**config.mk**
```make
export PLATFORM = sky130hd
export DESIGN_NAME = kmas_ctrl
export DESIGN_NICKNAME = d
export VERILOG_FILES = /design/src/hw/rtl/kmas_pkg.sv /design/src/hw/rtl/kmas_ctrl.sv
export SDC_FILE = /design/constraint.sdc
export NUM_CORES = 1
export LEC_CHECK = 0
export BUFFER_PORTS_ARGS = -buffer_cell sky130_fd_sc_hd__buf_4
export CORE_MARGIN = 2
export CORE_UTILIZATION = 25
export DETAILED_ROUTE_END_ITERATION = 12
export GPL_TIMING_DRIVEN = 0
export PLACE_DENSITY = 0.53
export SLEW_MARGIN = 20
export SYNTH_ARGS = -nofsm -noshare
export SYNTH_HDL_FRONTEND = slang
export SYNTH_SLANG_ARGS = --single-unit
```
**constraint.sdc**
```tcl
create_clock -name i_clk -period 1.9 [get_ports i_clk]
set_input_delay 0.19 -clock i_clk [delete_from_list [all_inputs] [get_ports i_clk]]
set_output_delay 0.19 -clock i_clk [all_outputs]
set_load 0.01 [all_outputs]
```
**src/hw/rtl/kmas_pkg.sv**
```systemverilog
// ----------------------------------------------------------------------------
// kmas_pkg
// Shared types, constants and helpers of the key matrix autorepeat scanner.
// ----------------------------------------------------------------------------
package kmas_pkg;

    // Number of matrix keys in one scan frame.
    localparam int KEY_COUNT = 56;
    // Bits of a key index, and of a key count that can also hold KEY_COUNT.
    localparam int KEY_W = (KEY_COUNT > 1) ? $clog2(KEY_COUNT) : 1;
    localparam int CNT_W = $clog2(KEY_COUNT + 1);

    // Values that stand in for a zero delay or interval register.
    localparam logic [31:0] DEFAULT_DELAY = 32'd500;
    localparam logic [31:0] DEFAULT_GAP   = 32'd100;

    // Register reset values.
    localparam logic [15:0] RST_DELAY = 16'd500;
    localparam logic [15:0] RST_GAP   = 16'd100;
    localparam logic [7:0]  RST_FN    = 8'd255;
    localparam logic [7:0]  RST_OPT   = 8'd0;
    localparam logic [7:0]  RST_CTRL  = 8'd128;
    localparam logic [7:0]  RST_SHIFT = 8'd129;
    localparam logic [7:0]  RST_ALT   = 8'd130;

    // Configuration register indexes.
    typedef enum logic [2:0] {
        CFG_DELAY = 3'd0,
        CFG_GAP   = 3'd1,
        CFG_FN    = 3'd2,
        CFG_OPT   = 3'd3,
        CFG_CTRL  = 3'd4,
        CFG_SHIFT = 3'd5,
        CFG_ALT   = 3'd6
    } t_cfg_idx;

    // Modifier flag bit positions.
    localparam int MOD_FN    = 0;
    localparam int MOD_CTRL  = 1;
    localparam int MOD_SHIFT = 2;
    localparam int MOD_ALT   = 3;
    localparam int MOD_OPT   = 4;

    // Controller states.
    typedef enum logic [3:0] {
        ST_IDLE,
        ST_MOD_RD,
        ST_MOD_ACC,
        ST_MOD_FIN,
        ST_WALK_RD,
        ST_WALK_EV,
        ST_FLUSH_RD,
        ST_FLUSH_WR,
        ST_SUMMARY
    } t_state;

    // One latched key sample.
    typedef struct packed {
        logic       pressed;
        logic [7:0] layer;
        logic [7:0] shifted;
        logic [7:0] base;
    } t_frame_entry;

    // Both timers of one key.
    typedef struct packed {
        logic [31:0] press;
        logic [31:0] rep;
    } t_timer_entry;

    // Commands from the controller to the datapath.
    typedef struct packed {
        logic in_ready;
        logic idx_clr;
        logic idx_inc;
        logic mod_acc;
        logic mod_fin;
        logic walk_ev;
        logic flush_wr;
        logic summary;
    } t_cmd;

    // Status from the datapath to the controller.
    typedef struct packed {
        logic close;
        logic close_flush;
        logic idx_last;
        logic emit_want;
        logic out_free;
    } t_status;

    // Modifier flags that a base code selects; a code may match several.
    function automatic logic [4:0] mod_bits(
        input logic [7:0] code,
        input logic [7:0] fn_code,
        input logic [7:0] ctrl_code,
        input logic [7:0] shift_code,
        input logic [7:0] alt_code,
        input logic [7:0] opt_code
    );
        logic [4:0] m;
        m            = '0;
        m[MOD_FN]    = (code == fn_code);
        m[MOD_CTRL]  = (code == ctrl_code);
        m[MOD_SHIFT] = (code == shift_code);
        m[MOD_ALT]   = (code == alt_code);
        m[MOD_OPT]   = (code == opt_code);
        return m;
    endfunction

endpackage

```
**src/hw/rtl/kmas_ctrl.sv**
```systemverilog
// ----------------------------------------------------------------------------
// kmas_ctrl
// Frame sequencer: loads samples, then runs the modifier pass, the key walk
// or the flush pass, and finally issues the frame summary.
// ----------------------------------------------------------------------------
module kmas_ctrl (
    input  logic             i_clk,
    input  logic             i_rst_n,
    input  kmas_pkg::t_status i_status,
    output kmas_pkg::t_cmd    o_cmd
);
    import kmas_pkg::*;

    t_state r_state;
    t_state n_state;

    always_ff @(posedge i_clk) begin
        if (!i_rst_n) begin
            r_state <= ST_IDLE;
        end else begin
            r_state <= n_state;
        end
    end

    always_comb begin
        n_state = r_state;
        o_cmd   = '0;
        unique case (r_state)
            ST_IDLE: begin
                o_cmd.in_ready = 1'b1;
                if (i_status.close) begin
                    o_cmd.idx_clr = 1'b1;
                    n_state = i_status.close_flush ? ST_FLUSH_RD : ST_MOD_RD;
                end
            end
            ST_MOD_RD: begin
                n_state = ST_MOD_ACC;
            end
            ST_MOD_ACC: begin
                o_cmd.mod_acc = 1'b1;
                if (i_status.idx_last) begin
                    n_state = ST_MOD_FIN;
                end else begin
                    o_cmd.idx_inc = 1'b1;
                    n_state = ST_MOD_RD;
                end
            end
            ST_MOD_FIN: begin
                o_cmd.mod_fin = 1'b1;
                o_cmd.idx_clr = 1'b1;
                n_state = ST_WALK_RD;
            end
            ST_WALK_RD: begin
                n_state = ST_WALK_EV;
            end
            ST_WALK_EV: begin
                // Hold the key while its event waits for room in a full output register.
                if (!i_status.emit_want || i_status.out_free) begin
                    o_cmd.walk_ev = 1'b1;
                    if (i_status.idx_last) begin
                        n_state = ST_SUMMARY;
                    end else begin
                        o_cmd.idx_inc = 1'b1;
                        n_state = ST_WALK_RD;
                    end
                end
            end
            ST_FLUSH_RD: begin
                n_state = ST_FLUSH_WR;
            end
            ST_FLUSH_WR: begin
                o_cmd.flush_wr = 1'b1;
                if (i_status.idx_last) begin
                    n_state = ST_SUMMARY;
                end else begin
                    o_cmd.idx_inc = 1'b1;
                    n_state = ST_FLUSH_RD;
                end
            end
            ST_SUMMARY: begin
                if (i_status.out_free) begin
                    o_cmd.summary = 1'b1;
                    n_state = ST_IDLE;
                end
            end
            default: begin
                n_state = ST_IDLE;
            end
        endcase
    end

    // A closed frame always leaves the idle state.
    assert property (@(posedge i_clk) disable iff (!i_rst_n)
        (r_state == ST_IDLE && i_status.close) |=> (r_state != ST_IDLE))
        else $error("frame close did not start processing");

    // The walk never steps past a key whose event could not be placed.
    assert property (@(posedge i_clk) disable iff (!i_rst_n)
        (o_cmd.walk_ev && i_status.emit_want) |-> i_status.out_free)
        else $error("event issued into an occupied output register");

    // The summary is issued only after the last key was handled.
    assert property (@(posedge i_clk) disable iff (!i_rst_n)
        o_cmd.summary |-> ($past(r_state) == ST_WALK_EV || $past(r_state) == ST_FLUSH_WR
                           || $past(r_state) == ST_SUMMARY))
        else $error("summary issued out of sequence");

endmodule

```
* Yosys cells after proc, flatten, opt, wreduce, memory -nomap -nowiden
Index checks and enable logic that the tools add are counted. W data, S select, Z words.
Storage, ports and cells: bits in registers 4, bits of input ports 7, word-level logic and storage cells 38, output and inout bits 8
Operators by class: equality and inequality tests 11, reductions and logical operators 5, mux-type cells 21
Operators with widths (count):
- $pmux W4 S9 | 1
- $mux W4 | 5
- $eq A4 B3 Y1 const B | 4
- $mux W1 | 11
- $eq A4 B2 Y1 const B | 2
- $ne A2 B2 Y1 const B | 3
- $eq A4 B1 Y1 const B | 1
- $eq A4 B4 Y1 const B | 1
- $logic_not A4 Y1 | 1
- $pmux W1 S2 | 2
- $mux W3 | 1
- $reduce_and A3 Y1 | 1
- $mux W2 | 1
- $reduce_or A2 Y1 | 1
- $logic_not A1 Y1 | 1
- $logic_or A1 B1 Y1 | 1

* Logic depth before layout (Yosys ltp)
depth in word-level cells 4, depth in mapped cells 5, mapped depth without buffers 4

* Worst setup path after synthesis
No wires, ideal clock.
path type flip-flop to output port, from register r_state[2], to output port o_cmd[6] (netlist bit), buffers on the path 1, cell stages (with the launch flop) 4, path slack 0.561 ns, required time 1.710 ns, arrival time 1.149 ns, cells stage by stage dfxtp_1 > buf_2 > nor4_1 > a21o_1
RTL lines:
- start: declaration | RTL line kmas_ctrl.sv:14 | t_state r_state;
- start signal: assignment | RTL line kmas_ctrl.sv:21 | r_state <= n_state;
- end: declaration | RTL line kmas_ctrl.sv:10 | output kmas_pkg::t_cmd o_cmd

==> summary.md <==
| Metric | Value |
|---|---|
| CTS H-tree depth | `1` |
| Cell Pwr Density | `822 nW/um^2` |
| Starting Density | `0.276` |
| DR vias | `383` |
| Setup TNS Final | `0 ns` |
| Post CTS Setup Buffer Count | `0` |
| CP endpoint | `o_cmd[2]` |
| Total wire length | `898 um` |
| Crit Reg-Reg Endpoint | `r_state[2]` |
| Mapped Nets | `55` |
| DRT iter0 DRCs | `8` |
| Number of global-route vias before repair | `348` |
| Synth Register Bits | `4` |
| Tcrit/Tclk final | `0.836` |
| Grt ovf | `0` |
| Final Cell Area | `514 um^2` |
| FMAX | `630 MHz` |
| R2R Setup Slk | `0.74 ns` |
| Crit. End Element | `primary output` |
| R2r startpoint | `r_state[2]` |
| CTS tree | `built` |
| Synth Flop Type | `dfxtp_1` |
| IO buf count | `14` |
| Final hold viol count | `0` |
| Largest regs | `r_state x4` |
| Gr usage total | `0.113` |
| Die span in x | `42.4 um` |
| Critical path class | `flop to primary output` |
| Async SR Flop Fraction | `0` |
| Hold_buf cts | `0` |
| Number of synthesized flops with an enable pin | `0` |
| Drt pass-1 iters | `3` |
| Placed inst area | `492 um^2` |
| Cell row count | `13` |
| CP arrival | `1.40 ns` |
| Clk sinks | `4` |
| Number of max-cap violations | `0` |
| RSZ-0062 raised after global routing | `false` |
| Status | `finished clean` |
| Data required, critical path | `1.71 ns` |
| First-pass GRT wire length | `1520 um` |
| Avg Cell Area, Syn | `7.66 um^2` |
| Area grow syn2layout | `39.8%` |
| Cts repair resizes | `0` |
| Core outline area | `1330 um^2` |
| Clk_lat worst skew | `0.23 ns` |
| Clock tree buffer depth | `2` |
| Tmin final | `1.59 ns` |
| Commonest cells after routing, fill and taps aside | `buf_4 (16), nor2_1 (5), nand2_1 (4), dfxtp_1 (4)` |
| Slew Limit Fails | `0` |
| Clk_skew | `0.00240 ns` |
| Commonest non-fill, non-tap cell in the layout | `buf_4` |
| WL/cell | `11.2 um` |
| Final GP Congestion | `0.721` |
| Worst slew margin | `0.724` |
| Post-DP HPWL | `693 um` |
| DIE AREA | `1790 um^2` |
| Antenna violations before repair | `0` |
| Top reg by flops | `r_state` |
| Layout net count | `74` |
| Endpoints failing setup | `0` |
| Post-synthesis cell type count | `30` |
| Fraction of layout cells with a size suffix above 1 | `0.400` |
| Reg2Reg Depth | `5` |
| Max VDD drop | `0.000330 V` |
| Post-synthesis sequential area ratio | `0.218` |
| Antenna viol nets, final | `0` |
| Ports | `15` |
| Leak Pwr | `0.229 nW` |
| CTS clk-pin slew, worst paths | `0.04 ns` |
| Root Buffer | `clkbuf_4` |
| Worst Setup Start Kind | `flop` |
| Largest net degree at the start of global routing | `11` |
| Vias/cell | `4.79` |
| DRC Markers | `0` |
| Slew @ Worst Pin | `0.411 ns` |
| Worst setup path startpoint | `r_state[0]` |
| Warnings from Yosys | `0` |
| Synth Cell Area | `368 um^2` |
| Cells after Synth | `48` |
| CTS buffer count | `3` |
| N_diodes | `0` |
| Chip Height | `42.4 um` |
| Worst hold path type | `input pin to flop` |
| Crit path max fanout | `10` |
| Max reg flops | `4` |
-- area by class of cell --
cell class | count | area (um^2)
Buffer | 4 | 31.3
Clock buffer | 3 | 22.5
Fill cell | 146 | 820
Inverter | 2 | 7.51
Multi-Input combinational cell | 38 | 249
Sequential cell | 4 | 80.1
Tap cell | 15 | 18.8
Timing Repair Buffer | 14 | 105
-- how the worst min path moves through the flow --
| stage | cells past startpoint | end | slack (ns) | start |
|---|---|---|---|---|
| floorplan | 2 | r_state[3] | 0.32 | i_rst_n |
| global placement | 3 | r_state[2] | 0.48 | i_rst_n |
| detailed placement | 3 | r_state[2] | 0.48 | i_rst_n |
| CTS | 3 | r_state[3] | 0.23 | i_rst_n |
| global route | 3 | r_state[3] | 0.24 | i_rst_n |
| finish | 3 | r_state[2] | 0.24 | i_rst_n |
-- logic make-up (layout without fill, tap and decap cells) --
| family | after synthesis | after routing | synth area share |
|---|---|---|---|
| buf+inv | 6 | 23 | 0.105 |
| mux | 1 | 1 | 0.0272 |
| simple gates | 27 | 27 | 0.446 |
| flops | 4 | 4 | 0.218 |
| compound gates | 10 | 10 | 0.204 |
-- synth_stat cells, types with 2 or more instances --
library cell | instances | area share
buf_4 | 2 | 0.041
nor2b_1 | 2 | 0.034
nor3_1 | 3 | 0.041
nand2_2 | 2 | 0.034
a21oi_1 | 2 | 0.027
nor4_1 | 2 | 0.034
nor2_1 | 5 | 0.051
dfxtp_1 | 4 | 0.22
inv_1 | 2 | 0.020
nand2_1 | 4 | 0.041
-- layer usage --
layer  up-vias  share of wire  global-route usage
li1        212              -                   -
met1       165           0.48               0.153
met2         6           0.48               0.157
met3         0          0.031              0.0129
met4         0              0              0.0938
met5         -              0                   0
-- per-stage QoR --
stage,total power [W],std cells,hold WS (ns),setup WS [ns],utilization
floorplan,0.000251,48,0.320,0.561,-
global placement,0.000326,77,0.481,0.544,0.369
detailed placement,0.000326,77,0.481,0.546,0.369
CTS,0.000434,80,0.234,0.290,0.386
global route,0.000465,80,0.239,0.181,0.386
finish,0.000423,80,0.239,0.313,0.386
-- power breakdown --
| group | switching (W) | total, W | internal [W] |
|---|---|---|---|
| clock network | 0.0000308 | 0.000101 | 0.0000704 |
| registers | 0.0000125 | 0.000111 | 0.0000982 |
| logic | 0.000108 | 0.000211 | 0.000103 |
| total | 0.000151 | 0.000423 | 0.000272 |
-- critical path, cell delays in order (launching register included) --
cell	delay, ns
dfxtp_1	0.38
buf_4	0.19
nand2_1	0.09
a2111oi_2	0.34
buf_4	0.18
Power figures use the tool's default switching activity.
