**config.mk**
```make
export PLATFORM = sky130hd
export DESIGN_NAME = kmas_datapath
export DESIGN_NICKNAME = d
export VERILOG_FILES = /design/src/hw/rtl/kmas_pkg.sv /design/src/hw/rtl/kmas_ram.sv /design/src/hw/rtl/kmas_datapath.sv
export SDC_FILE = /design/constraint.sdc
export NUM_CORES = 2
export LEC_CHECK = 0
export BUFFER_PORTS_ARGS = -buffer_cell sky130_fd_sc_hd__buf_2
export CAP_MARGIN = 25
export CELL_PAD_IN_SITES_DETAIL_PLACEMENT = 2
export CELL_PAD_IN_SITES_GLOBAL_PLACEMENT = 2
export CORE_MARGIN = 2
export CORE_UTILIZATION = 55
export CTS_BUF_LIST = sky130_fd_sc_hd__clkbuf_2
export CTS_CLUSTER_DIAMETER = 120
export DETAILED_ROUTE_END_ITERATION = 8
export PLACE_DENSITY_LB_ADDON = 0.1
export REMOVE_ABC_BUFFERS = 1
export SLEW_MARGIN = 40
export SYNTH_ARGS = -nofsm -noshare
export SYNTH_HDL_FRONTEND = slang
export SYNTH_HIERARCHICAL = 1
export SYNTH_MEMORY_MAX_BITS = 65536
export SYNTH_SLANG_ARGS = --single-unit
```
**constraint.sdc**
```tcl
create_clock -name i_clk -period 27.1 [get_ports i_clk]
set_input_delay 2.71 -clock i_clk [delete_from_list [all_inputs] [get_ports i_clk]]
set_output_delay 2.71 -clock i_clk [all_outputs]
set_load 0.005 [all_outputs]
```
**src/hw/rtl/kmas_pkg.sv**
```systemverilog
// ----------------------------------------------------------------------------
// kmas_pkg
// Shared types, constants and helpers of the key matrix autorepeat scanner.
// ----------------------------------------------------------------------------
package kmas_pkg;

    // Number of matrix keys in one scan frame.
    localparam int KEY_COUNT = 56;
    // Bits of a key index, and of a key count that can also hold KEY_COUNT.
    localparam int KEY_W = (KEY_COUNT > 1) ? $clog2(KEY_COUNT) : 1;
    localparam int CNT_W = $clog2(KEY_COUNT + 1);

    // Values that stand in for a zero delay or interval register.
    localparam logic [31:0] DEFAULT_DELAY = 32'd500;
    localparam logic [31:0] DEFAULT_GAP   = 32'd100;

    // Register reset values.
    localparam logic [15:0] RST_DELAY = 16'd500;
    localparam logic [15:0] RST_GAP   = 16'd100;
    localparam logic [7:0]  RST_FN    = 8'd255;
    localparam logic [7:0]  RST_OPT   = 8'd0;
    localparam logic [7:0]  RST_CTRL  = 8'd128;
    localparam logic [7:0]  RST_SHIFT = 8'd129;
    localparam logic [7:0]  RST_ALT   = 8'd130;

    // Configuration register indexes.
    typedef enum logic [2:0] {
        CFG_DELAY = 3'd0,
        CFG_GAP   = 3'd1,
        CFG_FN    = 3'd2,
        CFG_OPT   = 3'd3,
        CFG_CTRL  = 3'd4,
        CFG_SHIFT = 3'd5,
        CFG_ALT   = 3'd6
    } t_cfg_idx;

    // Modifier flag bit positions.
    localparam int MOD_FN    = 0;
    localparam int MOD_CTRL  = 1;
    localparam int MOD_SHIFT = 2;
    localparam int MOD_ALT   = 3;
    localparam int MOD_OPT   = 4;

    // Controller states.
    typedef enum logic [3:0] {
        ST_IDLE,
        ST_MOD_RD,
        ST_MOD_ACC,
        ST_MOD_FIN,
        ST_WALK_RD,
        ST_WALK_EV,
        ST_FLUSH_RD,
        ST_FLUSH_WR,
        ST_SUMMARY
    } t_state;

    // One latched key sample.
    typedef struct packed {
        logic       pressed;
        logic [7:0] layer;
        logic [7:0] shifted;
        logic [7:0] base;
    } t_frame_entry;

    // Both timers of one key.
    typedef struct packed {
        logic [31:0] press;
        logic [31:0] rep;
    } t_timer_entry;

    // Commands from the controller to the datapath.
    typedef struct packed {
        logic in_ready;
        logic idx_clr;
        logic idx_inc;
        logic mod_acc;
        logic mod_fin;
        logic walk_ev;
        logic flush_wr;
        logic summary;
    } t_cmd;

    // Status from the datapath to the controller.
    typedef struct packed {
        logic close;
        logic close_flush;
        logic idx_last;
        logic emit_want;
        logic out_free;
    } t_status;

    // Modifier flags that a base code selects; a code may match several.
    function automatic logic [4:0] mod_bits(
        input logic [7:0] code,
        input logic [7:0] fn_code,
        input logic [7:0] ctrl_code,
        input logic [7:0] shift_code,
        input logic [7:0] alt_code,
        input logic [7:0] opt_code
    );
        logic [4:0] m;
        m            = '0;
        m[MOD_FN]    = (code == fn_code);
        m[MOD_CTRL]  = (code == ctrl_code);
        m[MOD_SHIFT] = (code == shift_code);
        m[MOD_ALT]   = (code == alt_code);
        m[MOD_OPT]   = (code == opt_code);
        return m;
    endfunction

endpackage

```
**src/hw/rtl/kmas_ram.sv**
```systemverilog
// ----------------------------------------------------------------------------
// kmas_ram
// Generic single-write, single-read RAM with a registered read port.
// ----------------------------------------------------------------------------
module kmas_ram #(
    parameter int WIDTH = 8,
    parameter int DEPTH = 16,
    localparam int AW = (DEPTH > 1) ? $clog2(DEPTH) : 1
) (
    input  logic             i_clk,
    input  logic             i_we,
    input  logic [AW-1:0]    i_waddr,
    input  logic [WIDTH-1:0] i_wdata,
    input  logic [AW-1:0]    i_raddr,
    output logic [WIDTH-1:0] o_rdata
);

    logic [WIDTH-1:0] r_mem [DEPTH];
    logic [WIDTH-1:0] r_rdata;

    always_ff @(posedge i_clk) begin
        if (i_we) begin
            r_mem[i_waddr] <= i_wdata;
        end
        r_rdata <= r_mem[i_raddr];
    end

    assign o_rdata = r_rdata;

endmodule

```
**src/hw/rtl/kmas_datapath.sv**
```systemverilog
// ----------------------------------------------------------------------------
// kmas_datapath
// Registers, sample and timer memories, key walk evaluation and the output
// register of the key matrix autorepeat scanner.
// ----------------------------------------------------------------------------
module kmas_datapath (
    input  logic              i_clk,
    input  logic              i_rst_n,
    // configuration
    input  logic              i_cfg_valid,
    input  logic [2:0]        i_cfg_index,
    input  logic [15:0]       i_cfg_data,
    // input channel
    input  logic              i_valid,
    input  logic              i_func,
    input  logic              i_key_pressed,
    input  logic [7:0]        i_base_code,
    input  logic [7:0]        i_shifted_code,
    input  logic [7:0]        i_layer_code,
    input  logic              i_caps_lock,
    input  logic [31:0]       i_time_ms,
    input  logic              i_frame_end,
    // output channel
    input  logic              i_ready,
    output logic              o_valid,
    output logic [7:0]        o_event_code,
    output logic [7:0]        o_event_shifted,
    output logic [7:0]        o_event_layer,
    output logic              o_mod_fn,
    output logic              o_mod_ctrl,
    output logic              o_mod_shift,
    output logic              o_mod_alt,
    output logic              o_mod_opt,
    output logic              o_caps_state,
    output logic              o_is_repeat,
    output logic              o_opt_rising,
    output logic              o_last,
    // controller
    input  kmas_pkg::t_cmd    i_cmd,
    output kmas_pkg::t_status o_status
);
    import kmas_pkg::*;

    // Configuration registers.
    logic [15:0] r_delay;
    logic [15:0] r_gap;
    logic [7:0]  r_fn_code;
    logic [7:0]  r_opt_code;
    logic [7:0]  r_ctrl_code;
    logic [7:0]  r_shift_code;
    logic [7:0]  r_alt_code;

    // Frame state.
    logic [CNT_W-1:0]     r_load_idx;
    logic [CNT_W-1:0]     r_loaded;
    logic [KEY_W-1:0]     r_idx;
    logic                 r_caps;
    logic [31:0]          r_now;
    logic [KEY_COUNT-1:0] r_key_down;
    logic [4:0]           r_mod_acc;
    logic [4:0]           r_mods;
    logic                 r_prev_opt;
    logic                 r_rising;

    // Output register.
    logic       r_out_valid;
    logic [7:0] r_out_code;
    logic [7:0] r_out_shifted;
    logic [7:0] r_out_layer;
    logic [4:0] r_out_mods;
    logic       r_out_caps;
    logic       r_out_rep;
    logic       r_out_rising;
    logic       r_out_last;

    logic         accept;
    logic         load_room;
    logic         frame_we;
    t_frame_entry frame_wdata;
    t_frame_entry frame_q;
    logic         timer_we;
    t_timer_entry timer_wdata;
    t_timer_entry timer_q;

    logic        key_pressed;
    logic [4:0]  key_mods;
    logic        key_is_mod;
    logic        new_press;
    logic        rep_due;
    logic [31:0] eff_delay;
    logic [31:0] eff_gap;
    logic [31:0] since_press;
    logic [31:0] since_rep;
    logic        out_free;
    logic        out_load;

    // ------------------------------------------------------------------ load
    assign accept      = i_valid && i_cmd.in_ready;
    assign load_room   = (r_load_idx < CNT_W'(KEY_COUNT));
    assign frame_we    = accept && load_room;
    assign frame_wdata = '{pressed: i_key_pressed, layer: i_layer_code,
                           shifted: i_shifted_code, base: i_base_code};

    kmas_ram #(
        .WIDTH ($bits(t_frame_entry)),
        .DEPTH (KEY_COUNT)
    ) u_frame_ram (
        .i_clk   (i_clk),
        .i_we    (frame_we),
        .i_waddr (r_load_idx[KEY_W-1:0]),
        .i_wdata (frame_wdata),
        .i_raddr (r_idx),
        .o_rdata (frame_q)
    );

    kmas_ram #(
        .WIDTH ($bits(t_timer_entry)),
        .DEPTH (KEY_COUNT)
    ) u_timer_ram (
        .i_clk   (i_clk),
        .i_we    (timer_we),
        .i_waddr (r_idx),
        .i_wdata (timer_wdata),
        .i_raddr (r_idx),
        .o_rdata (timer_q)
    );

    // ------------------------------------------------------------ evaluation
    // Keys beyond the loaded count of a short frame count as released.
    assign key_pressed = (CNT_W'(r_idx) < r_loaded) && frame_q.pressed;
    assign key_mods    = mod_bits(frame_q.base, r_fn_code, r_ctrl_code, r_shift_code,
                                  r_alt_code, r_opt_code);
    assign key_is_mod  = (key_mods != 5'd0);

    assign eff_delay   = (r_delay == 16'd0) ? DEFAULT_DELAY : {16'd0, r_delay};
    assign eff_gap     = (r_gap == 16'd0) ? DEFAULT_GAP : {16'd0, r_gap};
    assign since_press = r_now - timer_q.press;
    assign since_rep   = r_now - timer_q.rep;

    assign new_press = key_pressed && !key_is_mod && !r_key_down[r_idx];
    assign rep_due   = key_pressed && !key_is_mod && r_key_down[r_idx]
                       && (since_press >= eff_delay) && (since_rep >= eff_gap);

    always_comb begin
        timer_we    = 1'b0;
        timer_wdata = '{press: r_now, rep: r_now};
        if (i_cmd.flush_wr) begin
            timer_we = 1'b1;
        end else if (i_cmd.walk_ev && new_press) begin
            timer_we = 1'b1;
        end else if (i_cmd.walk_ev && rep_due) begin
            timer_we    = 1'b1;
            timer_wdata = '{press: timer_q.press, rep: r_now};
        end
    end

    assign out_free = !r_out_valid || i_ready;
    assign out_load = (i_cmd.walk_ev && (new_press || rep_due)) || i_cmd.summary;

    assign o_status = '{close:       accept && i_frame_end,
                        close_flush: i_func,
                        idx_last:    (r_idx == KEY_W'(KEY_COUNT - 1)),
                        emit_want:   new_press || rep_due,
                        out_free:    out_free};

    // ------------------------------------------------------------- registers
    always_ff @(posedge i_clk) begin
        if (!i_rst_n) begin
            r_delay      <= RST_DELAY;
            r_gap        <= RST_GAP;
            r_fn_code    <= RST_FN;
            r_opt_code   <= RST_OPT;
            r_ctrl_code  <= RST_CTRL;
            r_shift_code <= RST_SHIFT;
            r_alt_code   <= RST_ALT;
        end else if (i_cfg_valid) begin
            unique case (i_cfg_index)
                CFG_DELAY: r_delay      <= i_cfg_data;
                CFG_GAP:   r_gap        <= i_cfg_data;
                CFG_FN:    r_fn_code    <= i_cfg_data[7:0];
                CFG_OPT:   r_opt_code   <= i_cfg_data[7:0];
                CFG_CTRL:  r_ctrl_code  <= i_cfg_data[7:0];
                CFG_SHIFT: r_shift_code <= i_cfg_data[7:0];
                CFG_ALT:   r_alt_code   <= i_cfg_data[7:0];
                default: begin
                end
            endcase
        end
    end

    always_ff @(posedge i_clk) begin
        if (!i_rst_n) begin
            r_load_idx <= '0;
            r_key_down <= '0;
            r_mods     <= '0;
            r_prev_opt <= 1'b0;
            r_rising   <= 1'b0;
            r_idx      <= '0;
        end else begin
            if (accept) begin
                if (i_frame_end) begin
                    r_load_idx <= '0;
                    r_rising   <= 1'b0;
                end else if (load_room) begin
                    r_load_idx <= r_load_idx + CNT_W'(1);
                end
            end
            if (i_cmd.idx_clr) begin
                r_idx <= '0;
            end else if (i_cmd.idx_inc) begin
                r_idx <= r_idx + KEY_W'(1);
            end
            if (i_cmd.mod_fin) begin
                r_mods     <= r_mod_acc;
                r_rising   <= r_mod_acc[MOD_OPT] && !r_prev_opt;
                r_prev_opt <= r_mod_acc[MOD_OPT];
            end
            if (i_cmd.flush_wr) begin
                r_key_down[r_idx] <= key_pressed;
            end else if (i_cmd.walk_ev) begin
                r_key_down[r_idx] <= key_pressed;
            end
        end
    end

    // Frame values taken from the closing item, and the modifier accumulator.
    always_ff @(posedge i_clk) begin
        if (accept && i_frame_end) begin
            r_caps    <= i_caps_lock;
            r_now     <= i_time_ms;
            r_loaded  <= r_load_idx + CNT_W'(load_room);
            r_mod_acc <= '0;
        end else if (i_cmd.mod_acc && key_pressed) begin
            r_mod_acc <= r_mod_acc | key_mods;
        end
    end

    always_ff @(posedge i_clk) begin
        if (!i_rst_n) begin
            r_out_valid <= 1'b0;
        end else if (out_load) begin
            r_out_valid <= 1'b1;
        end else if (i_ready) begin
            r_out_valid <= 1'b0;
        end
    end

    always_ff @(posedge i_clk) begin
        if (out_load) begin
            r_out_mods   <= r_mods;
            r_out_caps   <= r_caps;
            r_out_rising <= r_rising;
            if (i_cmd.summary) begin
                r_out_code    <= 8'd0;
                r_out_shifted <= 8'd0;
                r_out_layer   <= 8'd0;
                r_out_rep     <= 1'b0;
                r_out_last    <= 1'b1;
            end else begin
                r_out_code    <= frame_q.base;
                r_out_shifted <= frame_q.shifted;
                r_out_layer   <= frame_q.layer;
                r_out_rep     <= rep_due;
                r_out_last    <= 1'b0;
            end
        end
    end

    assign o_valid         = r_out_valid;
    assign o_event_code    = r_out_code;
    assign o_event_shifted = r_out_shifted;
    assign o_event_layer   = r_out_layer;
    assign o_mod_fn        = r_out_mods[MOD_FN];
    assign o_mod_ctrl      = r_out_mods[MOD_CTRL];
    assign o_mod_shift     = r_out_mods[MOD_SHIFT];
    assign o_mod_alt       = r_out_mods[MOD_ALT];
    assign o_mod_opt       = r_out_mods[MOD_OPT];
    assign o_caps_state    = r_out_caps;
    assign o_is_repeat     = r_out_rep;
    assign o_opt_rising    = r_out_rising;
    assign o_last          = r_out_last;

    // The load pointer never runs past the key count.
    assert property (@(posedge i_clk) disable iff (!i_rst_n)
        r_load_idx <= CNT_W'(KEY_COUNT))
        else $error("load index past key count");

    // A closing item rewinds the load pointer for the next frame.
    assert property (@(posedge i_clk) disable iff (!i_rst_n)
        (accept && i_frame_end) |=> (r_load_idx == '0))
        else $error("load index not rewound at frame close");

    // A result held for the receiver is never overwritten.
    assert property (@(posedge i_clk) disable iff (!i_rst_n)
        (out_load && r_out_valid) |-> i_ready)
        else $error("output register overwritten");

endmodule

```
==> summary.txt, run 1 <==
Place
  – I/O Buffers: 128
  – Dpl hpwl: 516000 microns
  – GP Congestion: 0.862

Synthesis
  – Syn Area/Cell: 20.4 sq um
  – Cell Area, Synth: 207000 sq um
  – Seq/Total Area, Yosys: 0.758
  – Seq cells post-synth: 5297
  – Cells after synthesis: 10100
  – Cell variety after synth: 88
  – Primary FF master, synth: edfxtp_1
  – Yosys warnings: 6
  – Post-synth EDFFs: 5056
  – Ys async rst share: 0

Floorplan
  – Die height: 617 microns
  – I/O Pins: 131
  – Die width: 617 microns
  – Initial Util: 0.552
  – Rows: 225

Outcome
  – Status: did not finish
  – First Err: [ERROR DPL-0033] detailed placement checks failed during check placement.
  – Stop stage: detailed placement (3_5_place_dp)
Yosys cell counts, types with 105 or more instances:
library cell  number  area, sq um
a21oi_1          191          956
buf_2            122          611
clkbuf_1         316         1190
dfxtp_1          241         4820
edfxtp_1        5056       152000
inv_1            105          394
mux2_2           198         2230
mux2i_1          441         4410
mux4_2          1102        24800
nand2_1          334         1250
nor2_1           333         1250
nor2b_1          108          676
o21ai_0          128          641
o22ai_1          183         1140
metrics by stage:
stage	hold WS, ns	cell area (sq um)	setup WS [ns]	instances
3_3_place_gp	0.401	214000	17.92	15000
2_1_floorplan	0.400	204000	-40.82	9563
logic make-up after synthesis:
group,synth area share
AOI/OAI and AO/OA,0.0353
DFF,0.758
xor gates and xnor gates,0.00411
muxes,0.154
buffers and inverters,0.0159
and+or+nand+nor,0.0259
adders and majority gates,0.00643
==> run 2: changes to the inputs <==
Settings changed: CELL_PAD_IN_SITES_DETAIL_PLACEMENT 2 to unset, CELL_PAD_IN_SITES_GLOBAL_PLACEMENT 2 to unset, CORE_UTILIZATION 55 to 40, CTS_BUF_LIST sky130_fd_sc_hd__clkbuf_2 to unset, CTS_CLUSTER_DIAMETER 120 to unset, PLACE_DENSITY_LB_ADDON 0.1 to 0.15.
==> summary.txt, run 2 <==
Floorplan
  – Initial Util: 0.402 (was 0.552)
  – I/O Pins: 131 (unchanged)
  – Core area: 514000 sq um
  – Die width: 723 microns (was 617 microns)
  – Die height: 723 microns (was 617 microns)
  – Die area: 522000 sq um
  – Rows: 263 (was 225)

Critical path
  – WP data arrival: 6.81 ns
  – Setup crit end kind: output pin
  – Slowest stage cell on the critical path: nor4_2
  – Crit path capture: o_status[1]
  – Worst r2r dst: u_timer_ram/r_mem[48][12]
  – FF-to-FF path depth: 27
  – Worst-path cell chain: buf_4, buf_4, ha_1, a21oi_1, o21ai_0, a21o_1, a21o_1, xor2_1, ha_1, a211oi_1, nor2_1, nor3_1, o21ai_0, nor3_1, nor4bb_1, nand4_1, nor4_2, a41oi_2, buf_4, nor2_1, nor2_1, buf_2
  – R2R setup slack: 18.25 ns
  – Worst-path fanout max: 36
  – Worst Setup SP: r_now[6]
  – Crit Path Category: flip-flop to output pin
  – Critical Path RT: 24.39 ns
  – Startpoint types: flip-flop
  – Crit path largest cell delay: 0.64 ns
  – Reg2reg start: r_now[1]

Synthesis
  – Synth Area in Compound Gates: 0.0353 (unchanged)
  – Count leader, synth: edfxtp_1 (unchanged)
  – Share of the synthesized area in the top cell type: 0.735 (unchanged)
  – Primary FF master, synth: edfxtp_1 (unchanged)
  – Cells after synthesis: 10100 (unchanged)
  – Seq cells post-synth: 5297 (unchanged)
  – Cell variety after synth: 88 (unchanged)
  – Post-synth EDFFs: 5056 (unchanged)
  – Post-synthesis mux area share: 0.154 (unchanged)
  – Simple-gate share of the synthesized area: 0.0259 (unchanged)
  – Post-synthesis adder-cell area fraction: 0.00643 (unchanged)
  – Synth area leaders: edfxtp_1, mux4_2, dfxtp_1 (unchanged)
  – Cell Area, Synth: 207000 sq um (unchanged)
  – Post-Synth XOR/XNOR Area: 0.00411 (unchanged)
  – Largest family of logic cells by synthesized area: multiplexers (unchanged)
  – Syn Area/Cell: 20.4 sq um (unchanged)
  – Post-synth top area cell: edfxtp_1 (unchanged)
  – Yosys warnings: 6 (unchanged)
  – Seq/Total Area, Yosys: 0.758 (unchanged)
  – Ys async rst share: 0 (unchanged)
  – Commonest cells in the synthesized netlist: edfxtp_1, mux4_2, mux2i_1, nand2_1, nor2_1 (unchanged)

Timing
  – Slew @ Worst Pin: 0.886 ns
  – Min Tclk post-route: 9.52 ns
  – Final Cycle Share: 0.351
  – Post-route setup TNS: 0 ns
  – Final Hold Fails: 0
  – Clock skew: 0.0621 ns
  – Unrepaired setup endpoints after global routing: false
  – Fmax: 0.105 GHz
  – Max-slew violations: 0
  – Slew headroom: 0.406
  – Setup-failing EPs final: 0

Clock tree
  – Worst-Skew Late Latency: 1.07 ns
  – Hold Buf Count CTS: 0
  – Setup Buffers After CTS: 0
  – CTS tree: done
  – H-tree Lvls: 6
  – Clock Root Buffer: clkbuf_16
  – CTS max path bufs: 4
  – Clk pin slew, worst setup/hold paths: 0.06 ns
  – CTS Buf Count: 566
  – Post-cts sizing count: 0
  – Clock Sinks: 5297

GRT
  – GR Util met2: 0.390
  – Vias in the first global route: 106000
  – Met3 usage: 0.0329
  – Largest net degree at the start of global routing: 101
  – Met1 Resource Use GR: 0.313
  – GRT Total Usage: 0.230
  – First-pass GRT wire length: 848000 microns
  – Global routing's busiest layer: met2
  – Overflow after GRT: 0
  – Initial antenna violation count: 43

Pwr
  – Power Density: 73.4 nW/um^2
  – Worst ir drop on vdd: 0.0000684 V
  – Lkg Pwr: 72.2 nW
  – Post-layout total power: 0.0173 W

Detailed routing
  – Vias after detailed routing: 106000
  – 1st-iter DRT viols: 11800
  – First-pass iteration count of the detailed router: 6
  – Antenna Violating Nets Remaining: 0
  – Final wirelength: 612000 microns
  – DR vias/cell: 5.86
  – WL/cell: 34.0 microns
  – DRC: 0

Flow run
  – Max cap viols: 0

Hold path
  – Worst hold path depth: 0
  – Hold path start: r_caps
  – Hold Crit Class: flip-flop to flip-flop

Place
  – Dpl hpwl: 366000 microns (was 516000 microns)
  – I/O Buffers: 128 (unchanged)
  – GP Congestion: 0.861 (was 0.862)

Cells and area
  – Fraction of layout cells with a size suffix above 1: 0.257
  – Flip-flop count of the largest register after layout: 3584
  – Largest register by flop count: u_timer_ram/r_mem
  – Most frequent cells in the layout: edfxtp_1, mux4_2, clkbuf_16
  – Final #Nets: 10900
  – Leading cell type in the layout, fill and taps excluded: edfxtp_1
  – Area Overhead vs Synth: 14.0%

Outcome
  – Status: completed (was did not finish)
## run 2: critical path: cells and delay by family (launching register included)
family	cells	cell delay (ns)
AO/OA/AOI/OAI	7	1.44
XOR/XNOR	1	0.16
adder cells (fa/ha/maj)	2	0.70
buffers and inverters	4	1.22
flip-flops	1	0.32
AND/OR/NAND/NOR	8	1.85
## run 2: worst min path at each step
stage                     slack [ns]           end
after global placement          0.41  o_caps_state
after detailed placement        0.41  o_caps_state
after CTS                       0.43  o_caps_state
final                           0.43  o_caps_state
after floorplan                 0.40  o_caps_state
after global routing            0.44  o_caps_state
## run 2: area by class of cell
class	count	area [sq um]
clock buffers	736	15300
clock inverters	281	2570
flip-flops and latches	5297	157000
fillers	42900	278000
repair buffers	522	4240
diodes	30	75.1
inverters	107	410
well taps	6890	8620
multi-input cells	4159	47800
## run 2: layer usage
layer	vias up	routed length (microns)
met5	-	34
met4	6	16600
met3	746	39500
met2	4088	305000
met1	57600	250000
li1	43100	-
## run 2: report_power, final
part | switching, W | internal, W | total (W)
sequential | 0.0000281 | 0.00900 | 0.00903
combinational | 0.000497 | 0.000260 | 0.000757
clock | 0.00318 | 0.00433 | 0.00750
## run 2: cell families (layout without fill, tap and decap cells)
kind of cell,count (synthesis),after routing
buf+inv,691,1646
compound gates,1063,1063
other cells,0,30
fa+ha+maj,105,105
mux,1770,1770
flops,5297,5297
simple gates,1124,1124
xor+xnor,97,97
## run 2: metrics by stage
stage               std cells  area (sq um)  hold slack, ns  utilization  setup slack, ns
floorplan                9563        204000           0.400            -           -40.82
global route            18000        236000           0.437        0.459            17.22
detailed placement      17000        217000           0.415        0.423            18.33
global placement        16900        217000           0.411        0.422            18.28
CTS                     18000        235000           0.430        0.458            17.47
finish                  18000        236000           0.426        0.459            17.58
Note: power is estimated with default switching activity, not from simulation.
